<file path="config.mk">
export PLATFORM = sky130hd
export DESIGN_NAME = glow_plug_preheat_timer
export DESIGN_NICKNAME = d
export VERILOG_FILES = /design/src/gppt_pkg.sv /design/src/glow_plug_preheat_timer.sv
export SDC_FILE = /design/constraint.sdc
export NUM_CORES = 1
export LEC_CHECK = 0
export BUFFER_PORTS_ARGS = -buffer_cell sky130_fd_sc_hd__buf_2
export CAP_MARGIN = 5
export CORE_MARGIN = 4
export CORE_UTILIZATION = 35
export DETAILED_ROUTE_END_ITERATION = 10
export HOLD_SLACK_MARGIN = 0.12
export PLACE_DENSITY_LB_ADDON = 0.25
export SYNTH_ARGS = -nofsm -noshare
export SYNTH_HDL_FRONTEND = slang
export SYNTH_SLANG_ARGS = --single-unit
</file>
<file path="constraint.sdc">
create_clock -name clock -period 14.6 [get_ports clock]
set_clock_uncertainty 0.05 [all_clocks]
set_input_delay 1.46 -clock clock [delete_from_list [all_inputs] [get_ports clock]]
set_output_delay 1.46 -clock clock [all_outputs]
set_load 0.01 [all_outputs]
</file>
<file path="src/gppt_pkg.sv">
package gppt_pkg;

   localparam int TIME_MAX_DEF = 255;

   localparam int TEMP_W     = 9;
   localparam int RPM_W      = 14;
   localparam int THR_W      = 7;
   localparam int SEC_W      = 8;
   localparam int VLOW_W     = 8;
   localparam int OUT_CNT_W  = 9;
   localparam int PROD_W     = SEC_W + TEMP_W;
   localparam int DIV_STEPS  = PROD_W;
   localparam int STEP_W     = $clog2(DIV_STEPS);

   localparam int REQ_DATA_W = 24;
   localparam int RSP_DATA_W = 24;
   localparam int CSR_IDX_W  = 3;
   localparam int CSR_DATA_W = 14;

   typedef enum logic [CSR_IDX_W-1:0] {
      REG_GLOW_THRESHOLD = 3'd0,
      REG_MAX_GLOW       = 3'd1,
      REG_VERY_LOW       = 3'd2,
      REG_MAX_LAMP       = 3'd3,
      REG_MIN_LAMP       = 3'd4,
      REG_COLD_ENGINE    = 3'd5,
      REG_MIN_RPM        = 3'd6
   } csr_index_type;

   typedef enum logic {
      KIND_START   = 1'b0,
      KIND_PROCESS = 1'b1
   } kind_type;

   typedef enum logic [2:0] {
      ST_IDLE,
      ST_MUL,
      ST_DIV,
      ST_SAT,
      ST_PICK,
      ST_APPLY
   } state_type;

   localparam logic [THR_W-1:0]  THR_RESET      = 7'd10;
   localparam logic [SEC_W-1:0]  MAX_GLOW_RESET = 8'd30;
   localparam logic [VLOW_W-1:0] VERY_LOW_RESET = 8'hEC;
   localparam logic [SEC_W-1:0]  MAX_LAMP_RESET = 8'd10;
   localparam logic [SEC_W-1:0]  MIN_LAMP_RESET = 8'd1;
   localparam logic [TEMP_W-1:0] COLD_RESET     = 9'd30;
   localparam logic [RPM_W-1:0]  MIN_RPM_RESET  = 14'd400;

endpackage

</file>
<file path="src/glow_plug_preheat_timer.sv">
// An accepted word goes through ST_PICK and ST_APPLY into the result register; the glow
// time adds ST_MUL, ST_DIV and ST_SAT before ST_PICK, and the lamp time runs them again.
// ST_APPLY holds while a result is not taken. A new word is taken only back in ST_IDLE.
// Both times use the shared 17-step restoring divider behind one 8x9 multiplier.
// Reset is synchronous: setting registers return to their defaults, counters and drives clear,
// and the block takes words in the first cycle after reset.
module glow_plug_preheat_timer #(
   parameter int TIME_MAX = gppt_pkg::TIME_MAX_DEF
) (
   input  logic                              clock,
   input  logic                              reset,
   input  logic                              req_tvalid,
   output logic                              req_tready,
   // coolant_temp [8:0], engine_rpm [22:9], second_tick [23]
   input  logic [gppt_pkg::REQ_DATA_W-1:0]   req_tdata,
   // kind [0]
   input  logic                              req_tuser,
   output logic                              rsp_tvalid,
   input  logic                              rsp_tready,
   // plug_on [0], lamp_on [1], heating [2], glow_seconds_left [11:3],
   // lamp_seconds_left [20:12], zero fill [23:21]
   output logic [gppt_pkg::RSP_DATA_W-1:0]   rsp_tdata,
   input  logic                              csr_valid,
   output logic                              csr_ready,
   input  logic [gppt_pkg::CSR_IDX_W-1:0]    csr_index,
   input  logic [gppt_pkg::CSR_DATA_W-1:0]   csr_data
);

   localparam int TW = $clog2(TIME_MAX + 1);
   localparam int CW = TW + 1;

   localparam int PW = gppt_pkg::PROD_W;
   localparam int SW = gppt_pkg::SEC_W;
   localparam int TPW = gppt_pkg::TEMP_W;

   gppt_pkg::state_type state_ff, state_in;

   logic [gppt_pkg::THR_W-1:0]         thr_ff;
   logic [SW-1:0]                      max_glow_ff, max_lamp_ff, min_lamp_ff;
   logic signed [gppt_pkg::VLOW_W-1:0] very_low_ff;
   logic signed [TPW-1:0]              cold_ff;
   logic [gppt_pkg::RPM_W-1:0]         min_rpm_ff;

   logic                   kind_ff, kind_in;
   logic signed [TPW-1:0]  temp_ff, temp_in;
   logic                   tick_ff, tick_in;
   logic                   post_ff, post_in;
   logic                   phase_ff, phase_in;
   logic [PW-1:0]          prod_ff, prod_in;
   logic [gppt_pkg::THR_W-1:0] rem_ff, rem_in;
   logic [gppt_pkg::STEP_W-1:0] step_ff, step_in;
   logic [TW-1:0]          glow_t_ff, glow_t_in, lamp_t_ff, lamp_t_in;

   logic signed [CW-1:0]   glow_cnt_ff, glow_cnt_in, lamp_cnt_ff, lamp_cnt_in;
   logic                   started_ff, started_in, warm_ff, warm_in;
   logic                   plug_ff, plug_in, lamp_ff, lamp_in;
   logic                   rsp_valid_ff, rsp_valid_in;
   logic [gppt_pkg::RSP_DATA_W-1:0] rsp_data_ff, rsp_data_in;

   logic signed [TPW-1:0]  req_temp, thr_s, very_low_s;
   logic signed [TPW:0]    diff_full;
   logic [gppt_pkg::RPM_W-1:0] req_rpm;
   logic [TPW-1:0]         diff_mag;
   logic [SW-1:0]          mul_a;
   logic [PW-1:0]          mul_res, quot;
   logic [SW:0]            div_shift;
   logic                   div_ge;
   logic                   req_accept, warm_now, post_now, temp_below;

   function automatic logic [TW-1:0] sat_time(input logic [PW-1:0] v);
      if (v > PW'(TIME_MAX)) begin
         return TW'(TIME_MAX);
      end
      return v[TW-1:0];
   endfunction

   assign req_temp   = req_tdata[TPW-1:0];
   assign req_rpm    = req_tdata[TPW+gppt_pkg::RPM_W-1:TPW];
   assign thr_s      = signed'({2'b00, thr_ff});
   assign very_low_s = TPW'(very_low_ff);
   assign req_accept = req_tvalid && req_tready;

   assign req_tready = (state_ff == gppt_pkg::ST_IDLE);
   assign csr_ready  = 1'b1;
   assign rsp_tvalid = rsp_valid_ff;
   assign rsp_tdata  = rsp_data_ff;

   assign diff_full = (TPW+1)'(thr_s) - (TPW+1)'(temp_ff);
   assign diff_mag  = diff_full[TPW-1:0];
   assign mul_a     = phase_ff ? max_lamp_ff : max_glow_ff;
   assign mul_res   = mul_a * diff_mag;
   assign div_shift = {rem_ff, prod_ff[PW-1]};
   assign div_ge    = div_shift >= {1'b0, thr_ff};
   assign quot      = phase_ff ? (prod_ff >> 1) : prod_ff;

   assign warm_now   = warm_ff || (req_temp > cold_ff);
   assign post_now   = !warm_now && (req_rpm > min_rpm_ff);
   assign temp_below = req_temp < thr_s;

   always_comb begin
      logic signed [CW-1:0] gc, lc;
      logic signed [CW-1:0] glow_t_s;
      logic                 warm_v, plug_v, lamp_v;

      state_in     = state_ff;
      kind_in      = kind_ff;
      temp_in      = temp_ff;
      tick_in      = tick_ff;
      post_in      = post_ff;
      phase_in     = phase_ff;
      prod_in      = prod_ff;
      rem_in       = rem_ff;
      step_in      = step_ff;
      glow_t_in    = glow_t_ff;
      lamp_t_in    = lamp_t_ff;
      glow_cnt_in  = glow_cnt_ff;
      lamp_cnt_in  = lamp_cnt_ff;
      started_in   = started_ff;
      warm_in      = warm_ff;
      plug_in      = plug_ff;
      lamp_in      = lamp_ff;
      rsp_valid_in = rsp_valid_ff && !rsp_tready;
      rsp_data_in  = rsp_data_ff;

      gc       = glow_cnt_ff;
      lc       = lamp_cnt_ff;
      glow_t_s = signed'({1'b0, glow_t_ff});
      warm_v   = warm_ff;
      plug_v   = plug_ff;
      lamp_v   = lamp_ff;

      unique case (state_ff)
         gppt_pkg::ST_IDLE: begin
            if (req_accept) begin
               kind_in   = req_tuser;
               temp_in   = req_temp;
               tick_in   = req_tdata[TPW+gppt_pkg::RPM_W];
               phase_in  = 1'b0;
               glow_t_in = '0;
               post_in   = 1'b0;
               state_in  = gppt_pkg::ST_PICK;
               if (gppt_pkg::kind_type'(req_tuser) == gppt_pkg::KIND_START) begin
                  if (temp_below) begin
                     state_in = gppt_pkg::ST_MUL;
                  end
               end else if (started_ff) begin
                  post_in = post_now;
                  if (post_now && temp_below) begin
                     state_in = gppt_pkg::ST_MUL;
                  end
               end
            end
         end
         gppt_pkg::ST_MUL: begin
            prod_in  = mul_res;
            rem_in   = '0;
            step_in  = '0;
            state_in = gppt_pkg::ST_DIV;
         end
         gppt_pkg::ST_DIV: begin
            rem_in  = div_ge ? gppt_pkg::THR_W'(div_shift - {1'b0, thr_ff})
                             : div_shift[gppt_pkg::THR_W-1:0];
            prod_in = {prod_ff[PW-2:0], div_ge};
            step_in = step_ff + 1'b1;
            if (step_ff == gppt_pkg::STEP_W'(gppt_pkg::DIV_STEPS - 1)) begin
               state_in = gppt_pkg::ST_SAT;
            end
         end
         gppt_pkg::ST_SAT: begin
            if (phase_ff) begin
               lamp_t_in = (thr_ff == '0) ? TW'(TIME_MAX) : sat_time(quot);
               state_in  = gppt_pkg::ST_APPLY;
            end else begin
               glow_t_in = (thr_ff == '0) ? TW'(TIME_MAX) : sat_time(quot);
               state_in  = gppt_pkg::ST_PICK;
            end
         end
         gppt_pkg::ST_PICK: begin
            state_in = gppt_pkg::ST_APPLY;
            if (gppt_pkg::kind_type'(kind_ff) == gppt_pkg::KIND_START && glow_t_ff != '0) begin
               if (temp_ff <= very_low_s) begin
                  lamp_t_in = sat_time(PW'(max_lamp_ff));
               end else if (temp_ff < thr_s) begin
                  phase_in = 1'b1;
                  state_in = gppt_pkg::ST_MUL;
               end else begin
                  lamp_t_in = sat_time(PW'(min_lamp_ff));
               end
            end
         end
         gppt_pkg::ST_APPLY: begin
            if (!rsp_valid_ff || rsp_tready) begin
               if (gppt_pkg::kind_type'(kind_ff) == gppt_pkg::KIND_START) begin
                  gc = glow_t_s;
                  if (glow_t_ff != '0) begin
                     plug_v = 1'b1;
                     lamp_v = 1'b1;
                     lc     = signed'({1'b0, lamp_t_ff});
                  end
                  started_in = 1'b1;
               end else if (started_ff) begin
                  if (temp_ff > cold_ff) begin
                     warm_v = 1'b1;
                  end
                  if (post_ff) begin
                     gc = glow_t_s;
                     if (glow_t_ff != '0) begin
                        plug_v = 1'b1;
                        warm_v = 1'b1;
                     end
                  end
                  if (tick_ff && gc >= 0) begin
                     if (gc <= 0) begin
                        plug_v = 1'b0;
                     end
                     gc = gc - CW'(1);
                     if (lc >= 0) begin
                        if (lc <= 0) begin
                           lamp_v = 1'b0;
                        end
                        lc = lc - CW'(1);
                     end
                  end
               end
               glow_cnt_in  = gc;
               lamp_cnt_in  = lc;
               warm_in      = warm_v;
               plug_in      = plug_v;
               lamp_in      = lamp_v;
               rsp_valid_in = 1'b1;
               rsp_data_in  = {3'b000,
                               gppt_pkg::OUT_CNT_W'(lc),
                               gppt_pkg::OUT_CNT_W'(gc),
                               gc > 0, lamp_v, plug_v};
               state_in     = gppt_pkg::ST_IDLE;
            end
         end
         default: begin
            state_in = gppt_pkg::ST_IDLE;
         end
      endcase
   end

   always_ff @(posedge clock) begin
      if (reset) begin
         state_ff     <= gppt_pkg::ST_IDLE;
         glow_cnt_ff  <= '0;
         lamp_cnt_ff  <= '0;
         started_ff   <= 1'b0;
         warm_ff      <= 1'b0;
         plug_ff      <= 1'b0;
         lamp_ff      <= 1'b0;
         rsp_valid_ff <= 1'b0;
      end else begin
         state_ff     <= state_in;
         glow_cnt_ff  <= glow_cnt_in;
         lamp_cnt_ff  <= lamp_cnt_in;
         started_ff   <= started_in;
         warm_ff      <= warm_in;
         plug_ff      <= plug_in;
         lamp_ff      <= lamp_in;
         rsp_valid_ff <= rsp_valid_in;
      end
   end

   always_ff @(posedge clock) begin
      kind_ff     <= kind_in;
      temp_ff     <= temp_in;
      tick_ff     <= tick_in;
      post_ff     <= post_in;
      phase_ff    <= phase_in;
      prod_ff     <= prod_in;
      rem_ff      <= rem_in;
      step_ff     <= step_in;
      glow_t_ff   <= glow_t_in;
      lamp_t_ff   <= lamp_t_in;
      rsp_data_ff <= rsp_data_in;
   end

   always_ff @(posedge clock) begin
      if (reset) begin
         thr_ff      <= gppt_pkg::THR_RESET;
         max_glow_ff <= gppt_pkg::MAX_GLOW_RESET;
         very_low_ff <= gppt_pkg::VERY_LOW_RESET;
         max_lamp_ff <= gppt_pkg::MAX_LAMP_RESET;
         min_lamp_ff <= gppt_pkg::MIN_LAMP_RESET;
         cold_ff     <= gppt_pkg::COLD_RESET;
         min_rpm_ff  <= gppt_pkg::MIN_RPM_RESET;
      end else if (csr_valid && csr_ready) begin
         unique case (gppt_pkg::csr_index_type'(csr_index))
            gppt_pkg::REG_GLOW_THRESHOLD: thr_ff      <= csr_data[gppt_pkg::THR_W-1:0];
            gppt_pkg::REG_MAX_GLOW:       max_glow_ff <= csr_data[SW-1:0];
            gppt_pkg::REG_VERY_LOW:       very_low_ff <= csr_data[gppt_pkg::VLOW_W-1:0];
            gppt_pkg::REG_MAX_LAMP:       max_lamp_ff <= csr_data[SW-1:0];
            gppt_pkg::REG_MIN_LAMP:       min_lamp_ff <= csr_data[SW-1:0];
            gppt_pkg::REG_COLD_ENGINE:    cold_ff     <= csr_data[TPW-1:0];
            gppt_pkg::REG_MIN_RPM:        min_rpm_ff  <= csr_data[gppt_pkg::RPM_W-1:0];
            default: begin
            end
         endcase
      end
   end

   // A running glow countdown always has its plug driven, and likewise for the lamp.
   a_glow_implies_plug: assert property (@(posedge clock) disable iff (reset)
      (glow_cnt_ff > 0) |-> plug_ff)
      else $error("glow countdown running with plug off");

   a_lamp_implies_drive: assert property (@(posedge clock) disable iff (reset)
      (lamp_cnt_ff > 0) |-> lamp_ff)
      else $error("lamp countdown running with lamp off");

   a_busy_after_accept: assert property (@(posedge clock) disable iff (reset)
      (req_tvalid && req_tready) |=> !req_tready)
      else $error("word accepted while the previous one is still in work");

   a_apply_loads_result: assert property (@(posedge clock) disable iff (reset)
      (state_ff == gppt_pkg::ST_APPLY && (!rsp_valid_ff || rsp_tready)) |=> rsp_valid_ff)
      else $error("finished item did not reach the result register");

endmodule
</file>
Yosys cells after proc, flatten, opt, wreduce, memory -nomap -nowiden
Index checks and enable logic that the tools add are counted.
{ "classes": {"add_sub_neg": 5, "n_mul": 1, "order_cmp": 13, "eq_ne": 21, "mux": 73, "n_bitwise": 1, "reduce_logical": 35} }
{ "ops": {"columns": ["op", "count"], "rows": [
  ["2-to-1 mux 9 bit", 15],
  ["2-to-1 mux 8 bit", 12],
  ["case mux 17 bit (2 select lines)", 1],
  ["case mux 8 bit (2 select lines)", 2],
  ["2-to-1 mux 3 bit", 10],
  ["2-to-1 mux 1 bit", 27],
  ["AND reduction 2 bit", 10],
  [">= comparator 9 x 1 -> 1 bit (second input constant)", 2],
  ["greater-than comparator 9 bit", 2],
  ["less-or-equal comparator 9 x 1 -> 1 bit (second input constant)", 2],
  ["less-than comparator 9 x 8 -> 1 bit", 2],
  ["case mux 3 bit (6 select lines)", 1],
  ["subtractor 9 x 2 -> 9 bit (second input constant)", 2],
  ["greater-than comparator 17 x 8 -> 1 bit (second input constant)", 1],
  ["multiplier 8 x 9 -> 17 bit", 1],
  ["2-to-1 mux 17 bit", 1],
  ["equality test 3 bit (second input constant)", 5],
  ["greater-than comparator 14 bit", 1],
  ["inequality test 2 bit (second input constant)", 7],
  ["case mux 7 bit (2 select lines)", 1],
  ["equality test 3 x 2 -> 1 bit (second input constant)", 4],
  ["case mux 5 bit (2 select lines)", 1],
  ["greater-than comparator 9 x 1 -> 1 bit (second input constant)", 1],
  ["less-or-equal comparator 9 x 8 -> 1 bit", 1],
  ["other kinds (21)", 37]
]} }
{ "totals": {"reg_bits": 167, "in_bits": 47, "out_inout_bits": 27, "wordCells": 175} }

Depth between registers and ports, before layout
{ "depth": {"ltp_word": 13, "mapped_depth": 24, "mapped_depth_nobuf": 24} }

Worst setup path before layout
Ideal clock, no wire load.
{ "synth_timing": {"kind": "register -> register", "start": "reg thr_ff[0] in the netlist's numbering", "end": "reg prod_ff[14] (data pin)", "setup_ps": 271, "arrival_time_ps": 5515, "t_required_ps": 14279, "slack_ps": 8764, "path_stages_with_launch": 24, "n_path_buf": 0, "period_less_slack_ps": 5836, "cell_sequence": "dfxtp_1 inv_1 ha_1 inv_1 fa_1 a21o_1 a21oi_1 o21ai_0 a21oi_1 xnor2_1 nor2_1 fa_1 fa_1 fa_1 inv_1 fa_1 inv_1 ha_1 or3_1 a21oi_1 nor3_1 a311oi_1 xor2_1 a21oi_1"} }
{ "synth_between": {"elab_chain_len": 3} }
{ "synth_rtl": {"columns": ["element", "line", "rtl"], "rows": [
  ["start: declaration", "glow_plug_preheat_timer.sv:38", "logic [gppt_pkg::THR_W-1:0] thr_ff;"],
  ["start signal: assignment", "glow_plug_preheat_timer.sv:282", "thr_ff <= gppt_pkg::THR_RESET;"],
  ["start signal: assignment", "glow_plug_preheat_timer.sv:291", "gppt_pkg::REG_GLOW_THRESHOLD: thr_ff <= csr_data[gppt_pkg::THR_W-1:0];"],
  ["subtractor 8 x 9 -> 9 bit", "glow_plug_preheat_timer.sv:88", "assign diff_full = (TPW+1)'(thr_s) - (TPW+1)'(temp_ff);"],
  ["multiplier 8 x 9 -> 17 bit", "glow_plug_preheat_timer.sv:91", "assign mul_res = mul_a * diff_mag;"],
  ["case mux 17 bit (2 select lines)", "glow_plug_preheat_timer.sv:132", "unique case (state_ff)"],
  ["via prod_in[14]", "glow_plug_preheat_timer.sv:49", "logic [PW-1:0] prod_ff, prod_in;"],
  ["end signal: assignment", "glow_plug_preheat_timer.sv:272", "prod_ff <= prod_in;"],
  ["end: declaration", "glow_plug_preheat_timer.sv:49", null]
]} }
The timed path passes the listed nets, and every way through them passes these cells.
A chain may end at the register's enable or synchronous reset.

Final worst setup path
Ends and elaborated chain as after synthesis.

==> results.py <==
metrics = {
    "grt": {
        "grt_max_degree": 65,
        "grt_pass1_wl_um": 48140,
        "antenna_found_initial": 0,
        "grt_pass1_vias": 9020,
        "grt_overflow": 0,
        "grt_use_total_pct": 16.58,
    },
    "floorplanning": {
        "row_count": 66,
        "die_y_um": 190.3,
        "die_w_um": 190.3,
        "initial_utilization_pct": 35.58,
        "io_pins": 74,
        "core_area_um2": 32700,
        "dieArea_um2": 36230,
    },
    "clock_tree": {
        "clock-sinks": 167,
        "hold_buffers": 0,
        "path_clk_slew_ps": 70,
        "cts_tree": "done",
        "clockRootBuffer": "clkbuf_16",
        "cts_setup_buffers": 0,
        "clk_latency_ps": 450,
        "postCtsResizedCells": 0,
        "cts_buffer_depth": 2,
        "numCtsBuffers": 17,
        "cts_max_level": 4,
    },
    "pwr": {
        "combinationalPowerShare_pct": 52.4,
        "power_frac_seq_pct": 27.7,
        "vdd_drop_max_v": 0.0001577,
        "p_leak_uw": 0.005441,
        "internal-power_uw": 1423,
        "switchingPower_uw": 1003,
        "swShare_pct": 41.35,
        "pwr-share-clk_pct": 19.9,
        "power_density_nw_per_um2": 186.6,
    },
    "drt": {
        "top_layer": "met4",
        "wire_per_inst_um": 16.01,
        "routed_wl_um": 29350,
        "drt_first_iter_violations": 646,
        "postRouteAntennaNets": 0,
        "route.detailed.drc": 0,
        "wl_met1_um": 13700,
        "vias": 9386,
        "viasPerCell": 5.121,
        "met2_length_um": 13730,
        "wl_met3_um": 1328,
        "drt_first_pass_iters": 5,
    },
    "sta": {
        "fmax_mhz": 156.6,
        "worst-slew-pin-transition_ps": 1203,
        "rsz0062_at_grt": "no",
        "finalMaxSlewViolations": 0,
        "fin_crit_ps": 6387,
        "hold_viol_final": 0,
        "tns_ps": 0,
        "finalSetupViolCount": 0,
        "relSlewSlack_pct": 19.64,
        "min_period_over_period_pct": 43.75,
        "final.setup.worst_slack_ps": 8213,
    },
    "synth": {
        "avgSynthCellArea_um2": 8.749,
        "syn_inst": 1330,
        "syn_area_um2": 11640,
        "async_reset_ff_share_pct": 0,
        "yosys-top-cells-area": "edfxtp_1 (20%), dfxtp_1 (15%), ha_1 (11%)",
        "synth_area_leader_cell": "edfxtp_1",
        "ys_types": 75,
        "ys_ff_latch": 167,
        "yosysMostFrequentCell": "nand2_1",
        "ys_warn_count": 0,
        "synth_edf_count": 79,
        "synth_top_area_share_pct": 20.39,
        "yosysSeqAreaShare_pct": 35.53,
        "synth_common_cells": "nand2_1 (181), nor2_1 (148), inv_1 (124)",
        "ys.flop_type": "dfxtp_1",
    },
    "setup_path": {
        "path_class": "reg -> reg",
        "cp-startpoint": "thr_ff[0]",
        "endpoint_kind": "register",
        "worst_r2r_startpoint": "thr_ff[0]",
        "crit_fanout": 8,
        "worstPathRequired_ps": 14740,
        "startpoint_type": "register",
        "cp.arrival_ps": 6520,
    },
    "cells_and_area": {
        "fin_cells": 1833,
        "area_growth_pct": 11.75,
        "n_antenna_cell": 0,
        "fin_nets": 1571,
        "drive_gt1_share_pct": 10.50,
    },
    "hold_path": {
        "hp-class": "reg -> reg",
        "min_from": "min_rpm_ff[9]",
    },
    "placed_design": {
        "port_buffers": 69,
        "gp_congestion": 0.8557,
        "dp.final_hpwl_um": 21880,
        "place_ws_ps": 8300,
        "place_inst": 1800,
    },
    "flow_run": {
        "maxCapViolCount": 0,
    },
    "run_status": {
        "status": "finished, final reports clean",
    },
}
==> layer usage <==
metal,up-vias,GRT usage [%]
li1,4690,-
met1,4486,22.60
met2,176,26.63
met3,34,3.350
met4,0,5.138
met5,-,0
==> path summary, 6_finish.rpt <==
| kind | end | slack [ps] | cells past startpoint |
|---|---|---|---|
| min | min_rpm_ff[9] | 400 | 2 |
| max reg2reg | prod_ff[14] | 8210 | 24 |
| max | prod_ff[14] | 8210 | 24 |
| min reg2reg | min_rpm_ff[9] | 400 | 2 |
==> worst max-delay path, cell delays in order, from the launching register on <==
cell,delay (ps)
dfxtp_1,340
inv_1,100
ha_1,170
inv_1,50
fa_1,410
a21o_1,180
a21oi_1,230
o21ai_0,110
a21oi_1,250
or4_1,150
nand3_1,260
nor2_1,230
fa_1,450
fa_1,470
fa_1,540
inv_1,50
fa_1,520
inv_1,40
ha_1,220
or3_1,390
a21oi_1,240
nor3_1,90
a311oi_1,300
xor2_1,180
a21oi_1,80
==> power by group through the flow <==
stage | registers [µW] | clock network, µW | logic [µW]
6_report | 671 | 483 | 1270
5_1_grt | 681 | 510 | 1480
4_1_cts | 671 | 491 | 1290
3_5_place_dp | 681 | 0 | 1280
3_3_place_gp | 680 | 0 | 1260
2_1_floorplan | 657 | 0 | 1010
==> cell usage in the layout, fill, tap and decap left out, types with 17 or more instances in the layout <==
cell type,synthesis,routed
edfxtp_1,79,79
nand2_1,181,181
fa_1,44,44
a21oi_1,112,112
inv_1,124,124
dfxtp_1,88,88
ha_1,102,102
nor3_1,34,34
mux2i_1,36,36
nor2_1,148,147
nand3_1,22,22
or2_2,20,20
nand2b_1,18,18
buf_2,9,69
o21ai_0,39,39
clkbuf_16,0,17
nor2b_1,26,26
==> state kept, by name (all words and copies together) (netlist names), 7 cells and up <==
register / cells
glow_t_ff: 8
rem_ff: 7
prod_ff: 17
lamp_cnt_ff: 9
glow_cnt_ff: 9
cold_ff: 9
very_low_ff: 8
min_lamp_ff: 8
min_rpm_ff: 14
temp_ff: 9
lamp_t_ff: 8
max_glow_ff: 8
thr_ff: 7
rsp_tdata: 21
max_lamp_ff: 8
==> final cells by class <==
type,instances,area [µm²]
Inverter,125,469.2
Tap cell,442,553.0
Multi-Input combinational cell,987,6804
Clock buffer,17,425.4
Clock inverter,15,192.7
Sequential cell,167,4134
Fill cell,3340,19700
Timing Repair Buffer,80,425.4
==> kinds of logic after synthesis <==
group	Yosys count	synth area share, %
compound gates	261	14.08
xor+xnor	21	1.581
fa+ha+maj	146	18.54
buf+inv	178	6.097
flops	167	35.53
mux	38	3.290
other cells	2	0.06454
simple gates	517	20.83
==> metrics by stage <==
stage | power [µW] | cell area [µm²] | util (%) | hold slack [ps]
2_1_floorplan | 1671 | 11640 | - | 385.7
3_3_place_gp | 1942 | 12380 | 37.86 | 393.9
3_5_place_dp | 1959 | 12380 | 37.86 | 396.2
4_1_cts | 2450 | 13000 | 39.75 | 405.3
5_1_grt | 2676 | 13000 | 39.77 | 424.0
6_report | 2426 | 13000 | 39.77 | 404.5
Power figures use the tool's default switching activity.
